## config.mk

```make
export PLATFORM = sky130hd
export DESIGN_NAME = tbcr_push
export DESIGN_NICKNAME = d
export VERILOG_FILES = /design/src/rtl/tbcr_pkg.sv /design/src/rtl/tbcr_push.sv
export SDC_FILE = /design/constraint.sdc
export NUM_CORES = 1
export LEC_CHECK = 0
export CAP_MARGIN = 30
export CORE_MARGIN = 2
export CORE_UTILIZATION = 40
export DETAILED_ROUTE_END_ITERATION = 16
export DONT_BUFFER_PORTS = 1
export SYNTH_ARGS = -nofsm -noshare
export SYNTH_HDL_FRONTEND = slang
export SYNTH_SLANG_ARGS = --single-unit
```

## constraint.sdc

```tcl
create_clock -name clk -period 0.94 [get_ports clk]
set_input_delay 0.094 -clock clk [delete_from_list [all_inputs] [get_ports clk]]
set_output_delay 0.094 -clock clk [all_outputs]
set_load 0.05 [all_outputs]
```

## src/rtl/tbcr_pkg.sv

```systemverilog
// Shared types and constants for the tilemap box collision resolver.
// No dependencies.
`timescale 1ns / 1ps
`default_nettype none
package tbcr_pkg;
    localparam int FRAC_BITS = 8;
    localparam int POS_W     = 24;
    // wide working width for the running position during pushes
    localparam int WORK_W    = 28;

    localparam logic CMD_WRITE   = 1'b0;
    localparam logic CMD_RESOLVE = 1'b1;

    localparam logic [0:0] REG_MAP_COLS = 1'b0;
    localparam logic [0:0] REG_MAP_ROWS = 1'b1;

    // one probe result travelling down the pipe
    typedef struct packed {
        logic       vld;
        logic [7:0] col;
        logic [7:0] row;
    } probe_t;

    // per-item control traveling with the data
    typedef struct packed {
        logic vld;
        logic cmd;
    } ctl_t;
endpackage
`default_nettype wire

```

## src/rtl/tbcr_push.sv

```systemverilog
// Pipeline parts: one push stage that applies a solid tile to the running position,
// and the generic registered-read RAM that holds the tile map copies.
// Depends on tbcr_pkg.
`timescale 1ns / 1ps
`default_nettype none
module tbcr_push
    import tbcr_pkg::*;
#(
    parameter int TILE_SHIFT = 6,
    parameter int AGENT_HALF = 30
)(
    input  wire logic                     clk,
    input  wire logic                     rst_n,
    input  wire ctl_t                     ctl_in,
    input  wire logic                     hit_in,
    input  wire logic signed [WORK_W-1:0] x_in,
    input  wire logic signed [WORK_W-1:0] y_in,
    input  wire logic                     tvld,
    input  wire logic [7:0]               tcol,
    input  wire logic [7:0]               trow,
    output ctl_t                          ctl_out,
    output logic                          hit_out,
    output logic signed [WORK_W-1:0]      x_out,
    output logic signed [WORK_W-1:0]      y_out
);
    localparam int K = TILE_SHIFT + FRAC_BITS;
    localparam logic signed [WORK_W-1:0] HALF =
        WORK_W'(AGENT_HALF << FRAC_BITS);
    localparam logic signed [WORK_W-1:0] PUSH_REACH =
        WORK_W'((AGENT_HALF << FRAC_BITS) + (1 << (K - 1)));
    localparam logic signed [WORK_W-1:0] TOFF = WORK_W'(1 << (K - 1));

    ctl_t                     ctl_reg;
    logic                     hit_reg;
    logic signed [WORK_W-1:0] x_reg, y_reg, x_next, y_next;
    logic signed [WORK_W-1:0] tx, ty, dx, dy, ax, ay, xd, yd, px, py;

    // depths against the tile centre
    always_comb
    begin
        tx = (WORK_W'({20'd0, tcol}) <<< K) + TOFF;
        ty = (WORK_W'({20'd0, trow}) <<< K) + TOFF;
        dx = x_in + HALF - tx;
        dy = y_in + HALF - ty;
        ax = dx[WORK_W-1] ? -dx : dx;
        ay = dy[WORK_W-1] ? -dy : dy;
        xd = PUSH_REACH - ax;
        yd = PUSH_REACH - ay;
        px = (xd > 0) ? xd : '0;
        py = (yd > 0) ? yd : '0;
        x_next = x_in;
        y_next = y_in;
        if (tvld && ((xd > 0) || (yd > 0)))
        begin
            if (px < py)
                x_next = dx[WORK_W-1] ? x_in - xd : x_in + xd;
            else
                y_next = dy[WORK_W-1] ? y_in - yd : y_in + yd;
        end
    end

    always_ff @(posedge clk or negedge rst_n)
    begin
        if (!rst_n)
            ctl_reg <= '0;
        else
            ctl_reg <= ctl_in;
    end

    always_ff @(posedge clk)
    begin
        hit_reg <= hit_in;
        x_reg   <= x_next;
        y_reg   <= y_next;
    end

    assign ctl_out = ctl_reg;
    assign hit_out = hit_reg;
    assign x_out   = x_reg;
    assign y_out   = y_reg;
endmodule

`default_nettype wire

```

* Yosys cells after proc, flatten, opt, wreduce, memory -nomap -nowiden
Index checks and enable logic that the tools add are counted.
Word-level totals: latch bits 0, ROM bits 0, logic and storage cells 34, bits in registers 59, memories 0, bits in writable memories 0
Cells by class: shift operators 0, bitwise logic cells 0, reduce and logical (&&, ||, !) cells 2, add/sub/neg operators 14, div/mod/pow operators 0, muxes and demuxes 10, equality and inequality tests 0, multiply operators 0, order comparisons 3
Operators by type and width (number):
- $mux 28 | 10
- $add 28x14->28 const B | 2
- $add 28x28->28 | 2
- $gt 28x1->1 const B | 2
- $neg 28->28 | 2
- $sub 15x28->28 const A | 2
- $sub 28x24->28 | 2
- $sub 28x28->28 | 2
- $add 22x14->23 const B | 2
- $lt 28x28->1 | 1
- $logic_and 1x1->1 | 1
- $logic_or 1x1->1 | 1

* Depth between registers and ports, before layout
Gate-level depths: netlist of run 1.
word-level depth 10, depth in mapped cells 42, depth with buffers taken out 35

* Worst setup path before layout of run 1
OpenSTA, ideal clock, no wires.
path kind input -> register, start point in y_in[1], end point reg x_reg[14], in the netlist x_out[14], setup slack -7.024 ns, stages 38, library setup time 0.121 ns, arrival 7.843 ns, buffers on the path 6, cells stage by stage buf_2 inv_1 ha_1 or2_1 clkbuf_1 a211o_1 a21bo_2 a211oi_4 nand4_1 or3_1 clkbuf_1 or3_1 o31a_1 xor2_1 nand3b_1 or4_1 buf_2 xor2_1 [2 not listed] nand2_1 ha_1 a21o_1 a21o_1 a21oi_1 nor2b_1 o21ai_0 nand2b_1 a21oi_1 nor2b_1 o21ai_0 nand4_1 nand2b_1 o311a_1 o22ai_2 nand2_4 buf_6 mux2_4
On the way: cells in the longest elaborated chain, start to end 10, elaborated cells on any way between the ends 12, classes of those cells add/sub: 4; order compare: 2; mux: 4; reduce/logical: 2
RTL lines:
- start, declared | line tbcr_push.sv:17 | input wire logic signed [WORK_W-1:0] y_in,
- $add 28x14->28 (*) | line tbcr_push.sv:44 | dy = y_in + HALF - ty;
- $sub 28x24->28 (*) | line tbcr_push.sv:44
- $neg 28->28 | line tbcr_push.sv:46 | ay = dy[WORK_W-1] ? -dy : dy;
- $mux 28 (*) | line tbcr_push.sv:46
- $sub 15x28->28 (*) | line tbcr_push.sv:48 | yd = PUSH_REACH - ay;
- $gt 28x1->1 | line tbcr_push.sv:50, tbcr_push.sv:53
- $mux 28 | line tbcr_push.sv:50 | py = (yd > 0) ? yd : '0;
- $lt 28x28->1 | line tbcr_push.sv:55 | if (px < py)
- $mux 28 | line tbcr_push.sv:55
- $mux 28 (*) | line tbcr_push.sv:53 | if (tvld && ((xd > 0) || (yd > 0)))
- named net x_next[14] | line tbcr_push.sv:35 | logic signed [WORK_W-1:0] x_reg, y_reg, x_next, y_next;
- end signal, assigned | line tbcr_push.sv:73 | x_reg <= x_next;
- end, declared | line tbcr_push.sv:35
Mark *: on every way through the listed nets, which the timed path passes. The rest lies on a longest branch.

* Worst setup path after layout of run 1
start point in tcol[6], end point reg x_reg[9], in the netlist x_out[9]
On the way: cells in the longest elaborated chain, start to end 10, elaborated cells on any way between the ends 15, classes of those cells add/sub: 6; order compare: 2; mux: 5; reduce/logical: 2
RTL lines:
- start, declared | line tbcr_push.sv:19 | input wire logic [7:0] tcol,
- $add 22x14->23 (*) | line tbcr_push.sv:41 | tx = (WORK_W'({20'd0, tcol}) <<< K) + TOFF;
- $sub 28x24->28 (*) | line tbcr_push.sv:43 | dx = x_in + HALF - tx;
- $neg 28->28 | line tbcr_push.sv:45 | ax = dx[WORK_W-1] ? -dx : dx;
- $mux 28 | line tbcr_push.sv:45
- $sub 15x28->28 | line tbcr_push.sv:47 | xd = PUSH_REACH - ax;
- $gt 28x1->1 | line tbcr_push.sv:49, tbcr_push.sv:53
- $mux 28 | line tbcr_push.sv:49 | px = (xd > 0) ? xd : '0;
- $lt 28x28->1 | line tbcr_push.sv:55
- $mux 28 | line tbcr_push.sv:55
- $mux 28 (*) | line tbcr_push.sv:53
- named net x_next[9] | line tbcr_push.sv:35
Marks and branches as above.

==> reports/results.ini, run 1 <==
[power_and_ir_drop]
power.total_mw = 47.8
leakagePower_nw = 11.1
ir_drop_mv = 1.43
power-per-cell-area_nw_per_um2 = 1970

[finish]
fin_nets = 3188
n_antenna_cell = 0
post-route-util = 0.666
syn2layout_area_growth_pct = 65.1
layout-drive-gt1-share = 0.414
fin_cells = 3436

[global_routing]
antenna_found_initial = 0
grt_max_degree = 26
grt_pass1_wl_microns = 96200
track_usage = 0.307
overflow = 0
grt_pass1_vias = 19400

[clocking]
tritoncts = done
numCtsBuffers = 9
clkTransAtPathRegs_ns = 0.06
htreeDepth = 3
cts_buffer_depth = 2
cts.sinks = 59
cts_root_buf = clkbuf_16

[yosys]
yosys.area.top_type_share = 0.125
synth_area_per_cell_sq_um = 7.24
synth_cell_type_count = 108
ys_warn_count = 0
synth-edff-count = 0
synthArstFlopShare = 0.0339
ys_seq_area_frac = 0.0810
ys_ff_latch = 59
netlist_top_cells_area = ha_1, xnor2_1, dfxtp_1
netlist_area_sq_um = 14700
synth_cells = 2031
syn-num-nets = 2256
ys.flop_type = dfxtp_1
yosys.area.top_type = ha_1

[critical_path]
cp_top_family = buffers and inverters
cp_num_buf_inv = 23
crit_type = input pin to flip-flop
critical_path_required_ns = 1.18
cp-start-kind = input pin
cp_data_arrival_time_ns = 7.47
critPathMaxFanout = 6
cpMostUsedCell = buf_4
end_kind = flip-flop
critPathMaxStageDelay_ns = 0.57
crit_slowest_cell = or4_4

[timing]
rsz0062_at_grt = true
setup_viol = 66
period_minus_slack_ns = 7.23
drv_slew = 0
finalHoldWorstSlack_ns = 0.0130
hold_viol = 0
fin_setup_tns_ns = -344.15
fin_crit_sh = 7.69
worst_pin_slew_ns = 0.907
timing.fmax_mhz = 138
relSlewSlack = 0.393
layout_setup_ws_ns = -6.29

[detailed_routing]
drtPass1Iterations = 6
antenna_left = 0
avgViaCountPerCell = 5.66
wirelength_microns = 61400
num_vias = 19500
routedWlPerCell_microns = 17.9
drt_iter0_drc = 1169
drc = 0

[min_path]
worstHoldEndpoint = x_out[26]$_DFF_P_
hp-start = x_in[26]
min_path_type = input pin to flip-flop
hold_path_depth = 3

[place]
hpwlAfterDp_microns = 48800
dpl.cell_count = 3298
portBuffers = 0
place.gp.congestion = 0.994

[run_status]
status = complete, but fails checks
violations = setup timing

[floorplanning]
rows = 70
die_w_microns = 196
io_pins = 137
core-area_sq_um = 36400
die_h_microns = 196
dieArea_sq_um = 38300
initial_core_util = 0.404

[run]
cap_violations = 0

## layout make-up
type,count,area (sq um)
clock buffer,9,225
clock inverter,7,76.3
fill,3125,12200
inverter,86,345
multi-input combinational,1815,13700
sequential,59,1260
tap,468,586
timing repair buffer,992,8090
## power breakdown
group / leakage, nW / switching, mW / internal [mW] / total, mW
Clock: 0.142 / 1.45 / 2.07 / 3.51
Combinational: 10.5 / 20.4 / 21.2 / 41.5
Sequential: 0.505 / 0.0796 / 2.66 / 2.74
Total: 11.1 / 21.9 / 25.9 / 47.8
## cell families after synthesis
family                   synth area share
AO/OA/AOI/OAI                       0.303
XOR/XNOR                            0.142
adder cells (fa/ha/maj)             0.125
buffers and inverters              0.0440
flip-flops                         0.0810
multiplexers                       0.0362
AND/OR/NAND/NOR                     0.268
## cells in the mapped netlist (all sizes together) (7+ instances only)
library cell  instances
nor2b                21
xnor2               152
o31a                  8
dfxtp                57
or2                  23
a21boi               12
nand3b                9
a22oi                 7
nand4                42
mux2i                25
and3                 22
nor2                177
or4                  15
o41ai                 7
or3                  27
o22ai                13
a211o                11
buf                  26
clkbuf               45
and2                 17
a21o                 40
a2111oi              11
a31oi                33
nor3b                10
nand2               162
o21a                 21
o21bai               11
xor2                 81
a211oi               39
nor3                 83
a311oi                8
mux2                 21
o311ai                9
ha                  147
o21ai               115
o31ai                23
a21oi               135
nand3                69
o211ai               29
a221oi                8
nand2b               36
nor4                 27
o2111ai              18
inv                  86
## sequential cells by signal, summed over array words and instances, names as in the netlist
signal and cells:
hit_out 1, x_out 28, y_out 28, ctl_out 2
## per-stage QoR
step	instance area [sq um]	worst slack, ns
floorplan	14900	-6.47
global placement	21700	-6.91
detailed placement	21700	-6.93
CTS	23600	-5.97
global route	24300	-6.56
finish	24300	-6.29
## how the worst max path moves through the flow
stage / startpoint / end / slack, ns / cells after the start
finish: tcol[6] / x_out[9]$_DFF_P_ / -6.29 / 41
global route: x_in[4] / x_out[19]$_DFF_P_ / -6.56 / 39
CTS: tcol[6] / x_out[15]$_DFF_P_ / -5.97 / 39
detailed placement: x_in[2] / x_out[15]$_DFF_P_ / -6.93 / 34
global placement: x_in[2] / x_out[14]$_DFF_P_ / -6.91 / 34
floorplan: y_in[1] / x_out[14]$_DFF_P_ / -6.47 / 38
## per-layer routing
metal / vias to the layer above / global-route usage / share of wire
met2: 554 / 0.574 / 0.50
met3: 140 / 0.0337 / 0.045
met4: 0 / 0.112 / 0.042
met1: 9250 / 0.362 / 0.42
met5: - / 0 / 0
li1: 9515 / - / -
## cells in the final DEF, fill, tap and decap left out, types with 26 or more instances in the layout
cell type / n
dfxtp_2: 53
a21o_1: 39
xor2_1: 76
o21ai_1: 28
nand3_1: 64
nor2_1: 173
xnor2_1: 146
a31oi_1: 31
ha_1: 135
nand2_1: 160
buf_4: 856
buf_6: 43
o211ai_1: 28
inv_1: 79
dlygate4sd3_1: 57
a21oi_1: 114
nor3_1: 75
nand2b_1: 34
o21ai_0: 75
nand4_1: 42
buf_8: 26
## timing repair
item,4_1_cts,5_1_grt
pin swaps,46,42
hold buffers,57,0
gates cloned,0,3
setup endpoints to repair,115,105
endpoints found under the hold margin,57,0
buffers inserted,42,21
gates resized for setup,194,97
Note: power is estimated with default switching activity, not from simulation.
==> run 2: changes to the inputs <==
ABC_AREA = 1   (was not set)
ABC_CLOCK_PERIOD_IN_PS = 940   (was not set)
==> run 2 against run 1 <==
  * The flow still finishes with violations (setup timing)
  * Count of clock-buffer cells in the layout increased by 3
  * Combinational power decreased by 13%
  * Worst hold slack improved by 0.021 ns
  * Core utilization grew 7.0 points
  * Setup slack better by 2.0 ns
  * Routed wire length fell by 3.0%
  * Clock power rose by 12%
  * Die area fell by 5.4%
  * Total power decreased by 10%
  * Critical path depth grew 5
  * Sequential cell count is the same
  * Critical path type unchanged
==> reports/results.ini, run 2 <==
[yosys]
ys_seq_area_frac = 0.0858  ; was 0.0810
ys_ff_latch = 59  ; unchanged
ys_warn_count = 0  ; unchanged
synth-edff-count = 0  ; unchanged
synth_cells = 2474  ; was 2,031
synth_cell_type_count = 47  ; was 108
yosys.area.top_type = nand2_1  ; was ha_1
synthArstFlopShare = 0.0339  ; unchanged
netlist_area_sq_um = 13900  ; was 14,700 sq um
synth_top_cells_by_count = nand2_1, inv_1, nor2_1  ; was nor2_1, nand2_1, xnor2_1
yosys.area.top_type_share = 0.231  ; was 0.125
yosysMostFrequentCell = nand2_1  ; was nor2_1
syn-num-nets = 2699  ; was 2,256
ys.flop_type = dfxtp_1  ; unchanged
netlist_top_cells_area = nand2_1, ha_1, inv_1  ; was ha_1, xnor2_1, dfxtp_1
synth_area_per_cell_sq_um = 5.61  ; was 7.24 sq um

[detailed_routing]
drc = 0  ; unchanged
wirelength_microns = 59600  ; was 61,400 microns
antenna_left = 0  ; unchanged
num_vias = 19200  ; was 19,500
avgViaCountPerCell = 5.02  ; was 5.66
drt_iter0_drc = 793  ; was 1,169
drtPass1Iterations = 5  ; was 6
routedWlPerCell_microns = 15.6  ; was 17.9 microns

[clocking]
htreeDepth = 3  ; unchanged
cts_root_buf = clkbuf_16  ; unchanged
cts.sinks = 59  ; unchanged
numCtsBuffers = 9  ; unchanged
tritoncts = done  ; unchanged
cts_buffer_depth = 2  ; unchanged
clkTransAtPathRegs_ns = 0.06  ; about the same

[global_routing]
grt_pass1_wl_microns = 90500  ; was 96,200 microns
track_usage = 0.308  ; was 0.307
antenna_found_initial = 0  ; unchanged
grt_pass1_vias = 19500  ; was 19,400
overflow = 0  ; unchanged
grt_max_degree = 18  ; was 26

[power_and_ir_drop]
p_sw_mw = 20.0  ; was 21.9 mW
power-per-cell-area_nw_per_um2 = 1690  ; was 1970 nW/um^2
leakagePower_nw = 13.0  ; was 11.1 nW
pwr-share-clk = 0.092  ; was 0.074
swShare = 0.468  ; was 0.458
ir_drop_mv = 1.16  ; was 1.43 mV
power_frac_seq = 0.064  ; was 0.057
combinationalPowerShare = 0.844  ; was 0.869
intPower_mw = 22.8  ; was 25.9 mW

[place]
place_ws_ns = -4.82  ; was -6.93 ns
hpwlAfterDp_microns = 42800  ; was 48,800 microns
portBuffers = 0  ; unchanged
place.gp.congestion = 0.948  ; was 0.994

[floorplanning]
die_w_microns = 190  ; was 196 microns
initial_core_util = 0.404  ; about the same
dieArea_sq_um = 36200  ; was 38,300 sq um
io_pins = 137  ; unchanged
core-area_sq_um = 34400  ; was 36,400 sq um
die_h_microns = 190  ; was 196 microns
rows = 68  ; was 70

[timing]
worst_pin_slew_ns = 1.05  ; was 0.907 ns
rsz0062_at_grt = true  ; unchanged
relSlewSlack = 0.301  ; was 0.393
layout_setup_ws_ns = -4.25  ; was -6.29 ns
timing.fmax_mhz = 193  ; was 138 MHz
finalHoldWorstSlack_ns = 0.0340  ; was 0.0130 ns
drv_slew = 0  ; unchanged
setup_viol = 68  ; was 66
period_minus_slack_ns = 5.19  ; was 7.23 ns
hold_viol = 0  ; unchanged
fin_crit_sh = 5.53  ; was 7.69

[critical_path]
end_kind = flip-flop  ; unchanged
critPathMaxFanout = 7  ; was 6
cp_top_family = simple AND/OR/NAND/NOR gates  ; was buffers and inverters
critPathMaxStageDelay_ns = 0.32  ; was 0.57 ns
critical_path_required_ns = 1.19  ; was 1.18 ns
crit_slowest_cell = ha_1  ; was or4_4
cp_data_arrival_time_ns = 5.44  ; was 7.47 ns
crit_type = input pin to flip-flop  ; unchanged
cpMostUsedCell = nand2_4  ; was buf_4
cp-start-kind = input pin  ; unchanged
cp_num_buf_inv = 5  ; was 23

[finish]
fin_nets = 3587  ; was 3,188
n_antenna_cell = 0  ; unchanged
nFillCells = 2699  ; was 3,125
syn2layout_area_growth_pct = 82.1  ; was 65.1%
mostFrequentLayoutCells = buf_4, nand2_1, inv_1, nand3_1, nor2_1  ; was buf_4, nor2_1, nand2_1, xnor2_1, ha_1
final_common_cell = buf_4  ; unchanged
layout-drive-gt1-share = 0.465  ; was 0.414

[run_status]
violations = setup timing  ; unchanged
status = complete, but fails checks  ; unchanged

[run]
cap_violations = 0  ; unchanged

[min_path]
min_path_type = input pin to flip-flop  ; unchanged

[run 2: cell types whose count changed in the layout (fill, tap and decap cells not counted), moves of 52 or more]
cell	change
nor3_1	-63
buf_4	-122
nand2_2	+136
o21ai_0	-52
xnor2_1	-110
nand2_1	+523
nand3_1	+113
nor2_2	+61
a21oi_1	-58
o21ai_2	+54
inv_1	+236
nand2_4	+65
[run 2: timing repair]
action / in CTS / in global routing
cloned: 8 / 5
endpoints found under the setup margin: 115 / 96
hold endpoints to repair: 60 / 1
pin swaps: 113 / 134
resized for setup: 389 / 359
hold buffers: 59 / 1
setup buffers: 81 / 35
[run 2: metal layers]
| metal | vias to the layer above | wire (microns) | global-route usage |
|---|---|---|---|
| met1 | 8945 | 23100 | 0.325 |
| met3 | 169 | 1550 | 0.0225 |
| li1 | 9683 | - | - |
| met2 | 395 | 32000 | 0.607 |
| met4 | 0 | 2980 | 0.151 |
| met5 | - | 0 | 0 |
[run 2: layout make-up]
cell class / instances / area, sq um / area share
tap: 455 / 569 / 0.0225
sequential: 59 / 1260 / 0.0499
multi-input combinational: 2020 / 14000 / 0.552
timing repair buffer: 905 / 7720 / 0.305
clock buffer: 12 / 256 / 0.0101
clock inverter: 4 / 72.6 / 0.00287
inverter: 367 / 1460 / 0.0576
[run 2: path summary, 6_finish.rpt]
kind                       startpoint              endpoint  slack (ns)  cells after the start
max in group asynchronous       rst_n  ctl_out[0]$_DFF_PN0_        0.30                      2
hold / removal               y_in[27]     y_out[27]$_DFF_P_        0.03                      4
setup / recovery              y_in[3]     y_out[26]$_DFF_P_       -4.25                     46
min in group asynchronous       rst_n  ctl_out[1]$_DFF_PN0_        0.51                      2
[run 2: logic make-up (layout without fill, tap and decap cells)]
family	Yosys count	in the layout	synth area share
compound gates	240	240	0.106
simple gates	1501	1503	0.476
buf+inv	397	1288	0.116
xor+xnor	130	130	0.0836
fa+ha+maj	147	147	0.132
flops	59	59	0.0858
[run 2: stage by stage]
stage                util  cell area (sq um)  total power, mW  std cells  TNS (ns)
finish              0.736              25300             42.8       3822   -228.36
global route        0.736              25300             46.0       3822   -245.84
CTS                 0.688              23600             38.8       3788   -224.65
detailed placement  0.594              20400             31.5       3624   -265.17
global placement    0.594              20400             31.0       3624   -265.56
floorplan               -              14600             18.8       2474   -222.96
[run 2: power groups by stage]
stage | clock, mW | combinational, mW | sequential (mW)
floorplan | 0 | 15.6 | 3.21
global placement | 0 | 28.3 | 2.74
detailed placement | 0 | 28.8 | 2.74
CTS | 3.96 | 32.1 | 2.73
global route | 4.05 | 39.1 | 2.76
finish | 3.94 | 36.2 | 2.75
